### config.mk
export PLATFORM = sky130hd
export DESIGN_NAME = sliding_window_bitmap_set_top
export DESIGN_NICKNAME = d
export VERILOG_FILES = /design/src/sv/swbs_pkg.sv /design/src/sv/swbs_cell.sv /design/src/sv/sliding_window_bitmap_set_top.sv
export SDC_FILE = /design/constraint.sdc
export NUM_CORES = 2
export LEC_CHECK = 0
export ABC_AREA = 1
export ABC_CLOCK_PERIOD_IN_PS = 9300
export BUFFER_PORTS_ARGS = -buffer_cell sky130_fd_sc_hd__buf_2
export CORE_UTILIZATION = 40
export DETAILED_ROUTE_END_ITERATION = 7
export PLACE_DENSITY = 0.53
export RECOVER_POWER = 100
export SLEW_MARGIN = 20
export SYNTH_ARGS = -nofsm -noshare
export SYNTH_HDL_FRONTEND = slang
export SYNTH_SLANG_ARGS = --single-unit
### constraint.sdc
create_clock -name clk -period 9.3 [get_ports clk]
set_clock_uncertainty 0.1 [all_clocks]
set_input_delay 0.93 -clock clk [delete_from_list [all_inputs] [get_ports clk]]
set_output_delay 0.93 -clock clk [all_outputs]
set_load 0.01 [all_outputs]
### src/sv/swbs_pkg.sv
`timescale 1ns / 1ps

package swbs_pkg;

	// Default window span, one cell per position.
	localparam int WINDOW_BITS_DEF = 256;

	// Width of the reported member count.
	localparam int COUNT_W = 9;

	// Operation codes carried by a request.
	localparam logic [1:0] MODE_ADD    = 2'd0;
	localparam logic [1:0] MODE_REMOVE = 2'd1;
	localparam logic [1:0] MODE_SEARCH = 2'd2;

	// What the presence bits of every cell do in one cycle.
	typedef enum logic [1:0] {
		PO_HOLD,
		PO_UP,
		PO_DOWN,
		PO_CLEAR
	} pres_op_t;

	// Broadcast control from the sequencer to the row of cells.
	typedef struct packed {
		pres_op_t pres_op;
		logic     scan_load;
		logic     scan_shift;
		logic     wr_en;
		logic     wr_val;
	} cell_ctl_t;

endpackage

### src/sv/swbs_cell.sv
`timescale 1ns / 1ps

module swbs_cell #(
	parameter int OFF_W = 8,
	parameter int INDEX = 0
) (
	input  logic                clk,
	input  logic                arst_n,
	input  swbs_pkg::cell_ctl_t ctl,
	input  logic [OFF_W-1:0]    wr_off,
	input  logic                pres_lo,
	input  logic                pres_hi,
	input  logic                scan_hi,
	output logic                pres,
	output logic                scan
);

	localparam logic [OFF_W-1:0] MY_OFF = OFF_W'(INDEX);

	logic pres_q;
	logic scan_q;

	// Presence bit: shifts with its neighbours, clears, or takes a write aimed at this cell.
	always_ff @(posedge clk or negedge arst_n) begin
		if (!arst_n) begin
			pres_q <= 1'b0;
		end else begin
			case (ctl.pres_op)
				swbs_pkg::PO_UP: begin
					pres_q <= pres_lo;
				end
				swbs_pkg::PO_DOWN: begin
					pres_q <= pres_hi;
				end
				swbs_pkg::PO_CLEAR: begin
					pres_q <= 1'b0;
				end
				default: begin
					if (ctl.wr_en && (wr_off == MY_OFF)) begin
						pres_q <= ctl.wr_val;
					end
				end
			endcase
		end
	end

	// Scan copy: loaded from the presence bit, then walked down towards cell zero.
	always_ff @(posedge clk) begin
		if (ctl.scan_load) begin
			scan_q <= pres_q;
		end else if (ctl.scan_shift) begin
			scan_q <= scan_hi;
		end
	end

	assign pres = pres_q;
	assign scan = scan_q;

endmodule

### src/sv/sliding_window_bitmap_set_top.sv
`timescale 1ns / 1ps

// Channel   | Handshake           | Payload
// ----------+---------------------+-------------------------------------------------------
// request   | start in, busy out  | mode, element
// result    | done out (1 cycle)  | accepted, overflow, member_count, set_empty,
//           |                     | lowest, highest
//
// A request is taken when start is high and busy is low; one result follows per request.
// Lookups walk a scan copy of the window down to cell zero, one position per cycle; a bit is
// then written when the request changes the set. A new minimum shifts the row up by its
// distance. Removing the minimum shifts the row down to the next element.
// The asynchronous reset clears every presence bit at once.
// The result is shown for one cycle with done and cannot be held off by the receiver.

module sliding_window_bitmap_set_top #(
	parameter int WINDOW_BITS = swbs_pkg::WINDOW_BITS_DEF
) (
	input  logic                               clk,
	input  logic                               arst_n,
	input  logic                               start,
	output logic                               busy,
	input  logic [1:0]                         mode,
	input  logic signed [31:0]                 element,
	output logic                               done,
	output logic                               accepted,
	output logic                               overflow,
	output logic [swbs_pkg::COUNT_W-1:0]       member_count,
	output logic                               set_empty,
	output logic signed [31:0]                 lowest,
	output logic signed [31:0]                 highest
);

	localparam int OFF_W = $clog2(WINDOW_BITS);
	localparam logic [32:0] WIN_MAX = 33'(WINDOW_BITS - 1);

	typedef enum logic [6:0] {
		S_IDLE       = 7'b0000001,
		S_DECIDE     = 7'b0000010,
		S_SCAN       = 7'b0000100,
		S_SHIFT_UP   = 7'b0001000,
		S_SHIFT_DOWN = 7'b0010000,
		S_WRITE      = 7'b0100000,
		S_CLEAR      = 7'b1000000
	} fsm_t;

	fsm_t                          st_q;
	logic [1:0]                    mode_q;
	logic signed [31:0]            elem_q;
	logic signed [31:0]            base_q;
	logic signed [31:0]            top_q;
	logic [swbs_pkg::COUNT_W-1:0]  pop_q;
	logic                          empty_q;
	logic [OFF_W-1:0]              off_q;
	logic [OFF_W-1:0]              cnt_q;
	logic [OFF_W-1:0]              last_q;
	logic                          wr_val_q;
	logic                          rm_top_q;
	logic                          done_q;
	logic                          acc_q;
	logic                          ovf_q;

	swbs_pkg::cell_ctl_t           ctl;
	logic [WINDOW_BITS-1:0]        pres_w;
	logic [WINDOW_BITS-1:0]        scan_w;

	logic [33:0]                   elem_x;
	logic [33:0]                   base_x;
	logic [33:0]                   top_x;
	logic [33:0]                   off_full;
	logic [33:0]                   span_lo;
	logic [33:0]                   shift_amt;
	logic                          below;
	logic                          in_win;
	logic                          too_far;
	logic                          e_eq_top;
	logic                          e_gt_top;
	logic signed [31:0]            top_from_last;

	// Row of cells, each holding one window position.
	for (genvar i = 0; i < WINDOW_BITS; i++) begin : g_cell
		logic lo_n;
		logic hi_n;
		logic scan_hi_n;

		if (i == 0) begin : g_first
			assign lo_n = 1'b0;
		end else begin : g_lo
			assign lo_n = pres_w[i-1];
		end

		if (i == WINDOW_BITS - 1) begin : g_last
			assign hi_n      = 1'b0;
			assign scan_hi_n = 1'b0;
		end else begin : g_hi
			assign hi_n      = pres_w[i+1];
			assign scan_hi_n = scan_w[i+1];
		end

		swbs_cell #(
			.OFF_W (OFF_W),
			.INDEX (i)
		) u_cell (
			.clk     (clk),
			.arst_n  (arst_n),
			.ctl     (ctl),
			.wr_off  (off_q),
			.pres_lo (lo_n),
			.pres_hi (hi_n),
			.scan_hi (scan_hi_n),
			.pres    (pres_w[i]),
			.scan    (scan_w[i])
		);
	end

	// Window arithmetic on the held request, sign-extended to keep every difference exact.
	always_comb begin
		elem_x        = {{2{elem_q[31]}}, elem_q};
		base_x        = {{2{base_q[31]}}, base_q};
		top_x         = {{2{top_q[31]}}, top_q};
		off_full      = elem_x - base_x;
		span_lo       = top_x - elem_x;
		shift_amt     = base_x - elem_x;
		below         = off_full[33];
		in_win        = !off_full[33] && (off_full[32:0] <= WIN_MAX);
		too_far       = span_lo[32:0] > WIN_MAX;
		e_eq_top      = (elem_q == top_q);
		e_gt_top      = (elem_q > top_q);
		top_from_last = base_q + $signed({{(32-OFF_W){1'b0}}, last_q});
	end

	// Broadcast control to the cells for the current step.
	always_comb begin
		ctl            = '0;
		ctl.pres_op    = swbs_pkg::PO_HOLD;
		case (st_q)
			S_IDLE: begin
				ctl.scan_load = start;
			end
			S_SCAN: begin
				ctl.scan_shift = (cnt_q != off_q);
			end
			S_SHIFT_UP: begin
				ctl.pres_op = swbs_pkg::PO_UP;
			end
			S_SHIFT_DOWN: begin
				ctl.pres_op = swbs_pkg::PO_DOWN;
			end
			S_CLEAR: begin
				ctl.pres_op = swbs_pkg::PO_CLEAR;
			end
			S_WRITE: begin
				ctl.wr_en  = 1'b1;
				ctl.wr_val = wr_val_q;
			end
			default: begin
				ctl.pres_op = swbs_pkg::PO_HOLD;
			end
		endcase
	end

	// Sequencer and set summary registers.
	always_ff @(posedge clk or negedge arst_n) begin
		if (!arst_n) begin
			st_q     <= S_IDLE;
			mode_q   <= swbs_pkg::MODE_ADD;
			elem_q   <= '0;
			base_q   <= '0;
			top_q    <= '0;
			pop_q    <= '0;
			empty_q  <= 1'b1;
			off_q    <= '0;
			cnt_q    <= '0;
			last_q   <= '0;
			wr_val_q <= 1'b0;
			rm_top_q <= 1'b0;
			done_q   <= 1'b0;
			acc_q    <= 1'b0;
			ovf_q    <= 1'b0;
		end else begin
			done_q <= 1'b0;
			case (st_q)
				S_IDLE: begin
					if (start) begin
						mode_q <= mode;
						elem_q <= element;
						cnt_q  <= '0;
						last_q <= '0;
						st_q   <= S_DECIDE;
					end
				end

				S_DECIDE: begin
					case (mode_q)
						swbs_pkg::MODE_ADD: begin
							if (empty_q) begin
								base_q   <= elem_q;
								top_q    <= elem_q;
								pop_q    <= swbs_pkg::COUNT_W'(1);
								empty_q  <= 1'b0;
								off_q    <= '0;
								wr_val_q <= 1'b1;
								st_q     <= S_WRITE;
							end else if (below) begin
								if (too_far) begin
									done_q <= 1'b1;
									acc_q  <= 1'b0;
									ovf_q  <= 1'b1;
									st_q   <= S_IDLE;
								end else begin
									cnt_q  <= shift_amt[OFF_W-1:0];
									base_q <= elem_q;
									pop_q  <= pop_q + swbs_pkg::COUNT_W'(1);
									st_q   <= S_SHIFT_UP;
								end
							end else if (in_win) begin
								off_q    <= off_full[OFF_W-1:0];
								rm_top_q <= 1'b0;
								st_q     <= S_SCAN;
							end else begin
								done_q <= 1'b1;
								acc_q  <= 1'b0;
								ovf_q  <= 1'b1;
								st_q   <= S_IDLE;
							end
						end
						swbs_pkg::MODE_REMOVE: begin
							if (empty_q || !in_win) begin
								done_q <= 1'b1;
								acc_q  <= 1'b0;
								ovf_q  <= 1'b0;
								st_q   <= S_IDLE;
							end else if (off_full[OFF_W-1:0] == '0) begin
								if (pop_q <= swbs_pkg::COUNT_W'(1)) begin
									st_q <= S_CLEAR;
								end else begin
									st_q <= S_SHIFT_DOWN;
								end
							end else begin
								off_q    <= off_full[OFF_W-1:0];
								rm_top_q <= e_eq_top;
								st_q     <= S_SCAN;
							end
						end
						swbs_pkg::MODE_SEARCH: begin
							if (empty_q || !in_win) begin
								done_q <= 1'b1;
								acc_q  <= 1'b0;
								ovf_q  <= 1'b0;
								st_q   <= S_IDLE;
							end else begin
								off_q    <= off_full[OFF_W-1:0];
								rm_top_q <= 1'b0;
								st_q     <= S_SCAN;
							end
						end
						default: begin
							done_q <= 1'b1;
							acc_q  <= 1'b0;
							ovf_q  <= 1'b0;
							st_q   <= S_IDLE;
						end
					endcase
				end

				// Walk the scan copy down; cell zero shows the position cnt_q.
				S_SCAN: begin
					if (cnt_q == off_q) begin
						case (mode_q)
							swbs_pkg::MODE_ADD: begin
								if (scan_w[0]) begin
									done_q <= 1'b1;
									acc_q  <= 1'b0;
									ovf_q  <= 1'b0;
									st_q   <= S_IDLE;
								end else begin
									if (e_gt_top) begin
										top_q <= elem_q;
									end
									pop_q    <= pop_q + swbs_pkg::COUNT_W'(1);
									wr_val_q <= 1'b1;
									st_q     <= S_WRITE;
								end
							end
							swbs_pkg::MODE_REMOVE: begin
								if (rm_top_q) begin
									top_q    <= top_from_last;
									pop_q    <= pop_q - swbs_pkg::COUNT_W'(1);
									wr_val_q <= 1'b0;
									st_q     <= S_WRITE;
								end else if (scan_w[0]) begin
									pop_q    <= pop_q - swbs_pkg::COUNT_W'(1);
									wr_val_q <= 1'b0;
									st_q     <= S_WRITE;
								end else begin
									done_q <= 1'b1;
									acc_q  <= 1'b0;
									ovf_q  <= 1'b0;
									st_q   <= S_IDLE;
								end
							end
							default: begin
								done_q <= 1'b1;
								acc_q  <= scan_w[0];
								ovf_q  <= 1'b0;
								st_q   <= S_IDLE;
							end
						endcase
					end else begin
						// Remember the highest occupied position seen below the target.
						if (scan_w[0]) begin
							last_q <= cnt_q;
						end
						cnt_q <= cnt_q + OFF_W'(1);
					end
				end

				// Row shifts up once per cycle; the new minimum lands in cell zero afterwards.
				S_SHIFT_UP: begin
					cnt_q <= cnt_q - OFF_W'(1);
					if (cnt_q == OFF_W'(1)) begin
						off_q    <= '0;
						wr_val_q <= 1'b1;
						st_q     <= S_WRITE;
					end
				end

				// Row shifts down until the next element reaches cell zero.
				S_SHIFT_DOWN: begin
					base_q <= base_q + 32'sd1;
					if (pres_w[1]) begin
						pop_q  <= pop_q - swbs_pkg::COUNT_W'(1);
						done_q <= 1'b1;
						acc_q  <= 1'b1;
						ovf_q  <= 1'b0;
						st_q   <= S_IDLE;
					end
				end

				S_CLEAR: begin
					base_q  <= '0;
					top_q   <= '0;
					pop_q   <= '0;
					empty_q <= 1'b1;
					done_q  <= 1'b1;
					acc_q   <= 1'b1;
					ovf_q   <= 1'b0;
					st_q    <= S_IDLE;
				end

				S_WRITE: begin
					done_q <= 1'b1;
					acc_q  <= 1'b1;
					ovf_q  <= 1'b0;
					st_q   <= S_IDLE;
				end

				default: begin
					st_q <= S_IDLE;
				end
			endcase
		end
	end

	// Result ports show the summary as it stands once the request has finished.
	assign busy         = (st_q != S_IDLE);
	assign done         = done_q;
	assign accepted     = acc_q;
	assign overflow     = ovf_q;
	assign member_count = pop_q;
	assign set_empty    = empty_q;
	assign lowest       = base_q;
	assign highest      = top_q;

endmodule

==> impl_metrics.toml <==
[status]
status = "finished with violations"
violations = "capacitance limit, slew limit"

[power]
vdd_drop_max_mv = 0.266
swShare = 0.445
clock_power_share = 0.220
p_int_mw = 7.80
p_seq_frac = 0.341
combPwrFrac = 0.439
power.switching_mw = 6.25
finalPower_mw = 14.0
pwr_density_cell_nw_per_um2 = 333
p_leak_nw = 18.1

[clock_tree]
cts_made_buffers = 79
clock_path_buffers = 3
post_cts_resized = 0
insertion_delay_ps = 650
cts_root_buf = "clkbuf_16"
cts_tree = "built"
cts_setup_buffers = 0
htreeDepth = 3
ctsHoldBuffers = 0
path_clk_slew_ps = 70
clkSinkCount = 656

[logic_synthesis]
yosys_warnings = 0
ys_ff_latch = 656
synth_top_area_share = 0.260
synth_area_leaders = "dfrtp_1 (26%), edfxtp_1 (20%), o21ai_0 (14%)"
syn_inst = 4982
syn_nets = 5114
ys_seq_area_frac = 0.462
netlist_area_um2 = 38300
ys.flop_type = "dfrtp_1"
syn_avg_cell_area_um2 = 7.69
async_reset_ff_frac = 0.610
synth_edf_count = 256
synth_cell_types = 57
yosysTopAreaCell = "dfrtp_1"

[floorplanning]
die_y_um = 311
die_area_um2 = 97000
rows = 113
start_util = 0.404
die_x_um = 311
io_pins = 115
coreArea_um2 = 94900

[route]
routed_wl_um = 127000
vias_per_cell = 5.51
route.detailed.drc = 0
avgRoutedWirePerCell_um = 20.2
route.vias.total = 34607
drtIter0Drc = 2952
first_pass_iters = 5
ant_nets = 0

[setup_path]
rr_worst_depth = 14
arrival_ps = 6780
worstPathRequired_ps = 9160
criticalPathCategory = "reg2reg"
cp_max_fo = 169
cp-end-kind = "flop"
start_kind = "flop"

[sta]
maxSlewViolCount = 434
rsz0062_at_grt = "no"
period_needed_ps = 6930
slew_headroom = -1.37
hold_violations = 0
max_slew.worst_pin.slew_ps = 3560
setup_tns_ps = 0
max_clock_freq_mhz = 144
setup_viol = 0
setup_ws_ps = 2370
finalCritPeriodShare = 0.745

[placed_design]
dpl.cell_count = 6137
dpl_worst_slack_ps = 4000
numPortBuffers = 114
hpwl_um = 82500
gp_congestion = 0.923

[final_layout]
fill_cells = 9650
seq_area_um2 = 17700
drive_gt1_frac = 0.0397
final-instance-count-excl-fill = 6284
nets = 5085
final_util = 0.444
multi_input_area_um2 = 16900
syn_to_final_growth_pct = 10.0

[worst_hold_path]
hp-class = "in2async"

[grt]
grt_max_degree = 257
grt_pass1_vias = 33498
grt_pass1_wl_um = 199000
antenna_found_initial = 3
grtUsageTotal = 0.261
overflow = 0

[flow_run]
maxCapViolCount = 7
[worst paths after layout]
kind,from,endpoint,slack [ps]
worst max-delay path,st_q[0]$_DFFE_PN1P_,g_cell[189].u_cell.scan$_DFFE_PP_,2370
worst min-delay path,arst_n,member_count[6]$_DFFE_PN0P_,220
worst max register to register,st_q[0]$_DFFE_PN1P_,g_cell[189].u_cell.scan$_DFFE_PP_,2370
worst min register to register,wr_val_q$_DFFE_PN0P_,wr_val_q$_DFFE_PN0P_,380
max in group asynchronous,arst_n,elem_q[16]$_DFFE_PN0P_,5020
min in group clk,wr_val_q$_DFFE_PN0P_,wr_val_q$_DFFE_PN0P_,380
[synth_stat cells, types with 6 or more instances]
| cell type | count |
|---|---|
| buf_2 | 65 |
| clkbuf_1 | 180 |
| dfrtp_1 | 398 |
| edfxtp_1 | 256 |
| xnor2_1 | 9 |
| nor2_1 | 246 |
| inv_2 | 9 |
| buf_1 | 7 |
| o31ai_1 | 21 |
| nand3b_1 | 13 |
| o21ai_1 | 72 |
| xor2_1 | 46 |
| ha_1 | 91 |
| nand2_1 | 1111 |
| nand4_1 | 29 |
| nor4_1 | 15 |
| o21ai_0 | 1068 |
| nor3_1 | 27 |
| or2_2 | 6 |
| o22ai_1 | 282 |
| a21oi_1 | 86 |
| nand3_1 | 173 |
| inv_1 | 680 |
| a22oi_1 | 14 |
| o32ai_1 | 6 |
[sequential cells by signal, summed over array words and instances, names as in the netlist, 2 cells and up]
signal,count
cnt_q,8
mode_q,2
member_count,9
g_cell.u_cell.scan,256
highest,32
g_cell.u_cell.pres,256
off_q,8
lowest,32
st_q,7
last_q,8
elem_q,32
[cells by family after synthesis]
family          after synthesis  share of synthesized area
buf+inv                     945                     0.0951
xor+xnor                     55                     0.0126
fa+ha+maj                    95                     0.0318
simple gates               1639                      0.174
flops                       656                      0.462
compound gates             1592                      0.224
[per-layer routing]
layer	GRT usage	up-vias	share of wire
met5	0	-	0
met4	0.125	0	0.052
met3	0.0430	265	0.058
met2	0.426	1048	0.47
met1	0.337	16541	0.42
li1	-	16753	-
[worst max-delay path: stages (launching register included)]
cell and delay (ps):
dfstp_1 390, nor2_1 150, clkinv_1 100, nor2_1 170
inv_1 70, nor4_1 190, clkbuf_1 1160, inv_8 590
nor2_1 340, nor3_1 110, nand2_1 100, nor2_1 120
inv_8 510, nand2_4 650, clkbuf_4 1290
[power by group through the flow]
stage	Sequential (mW)	Clock, mW	Combinational, mW
floorplan	4.80	0	4.38
global placement	4.81	0	6.21
detailed placement	4.80	0	6.24
CTS	4.77	3.15	6.27
global route	4.89	3.25	7.04
finish	4.79	3.09	6.17
[cell type report]
type                    instances  area share
diodes                          1   0.0000594
clock buffers                 117      0.0544
clock inverters                29     0.00674
inverters                     691      0.0619
multi-input cells            3381       0.402
flip-flops and latches        656       0.420
well taps                    1265      0.0376
repair buffers                144      0.0171
[cells in the final DEF (no fill, tap or decap), types with 6 or more instances in the layout]
| cell type | count |
|---|---|
| xor2_1 | 46 |
| clkbuf_8 | 15 |
| clkinv_2 | 7 |
| nand4_1 | 29 |
| buf_4 | 15 |
| clkbuf_1 | 110 |
| clkbuf_16 | 80 |
| a22oi_1 | 14 |
| or2_2 | 6 |
| nor2_1 | 249 |
| o21ai_0 | 1130 |
| nand2_1 | 1108 |
| xnor2_1 | 9 |
| clkinv_1 | 16 |
| inv_1 | 682 |
| ha_1 | 91 |
| o21ai_1 | 10 |
| o32ai_1 | 6 |
| a21oi_1 | 89 |
| nand3_1 | 166 |
| dfrtp_1 | 398 |
| buf_2 | 35 |
| nor4_1 | 16 |
| o22ai_1 | 282 |
| nand3_2 | 7 |
| nand3b_1 | 13 |
| edfxtp_1 | 256 |
| nor3_1 | 28 |
| o31ai_1 | 21 |
[through the flow]
stage	instance area, um2	hold WS [ps]
4_1_cts	42400	245
3_5_place_dp	39800	371
3_3_place_gp	39800	356
6_report	42100	215
2_1_floorplan	38300	353
5_1_grt	42100	291
(Power assumes the default switching activity.)
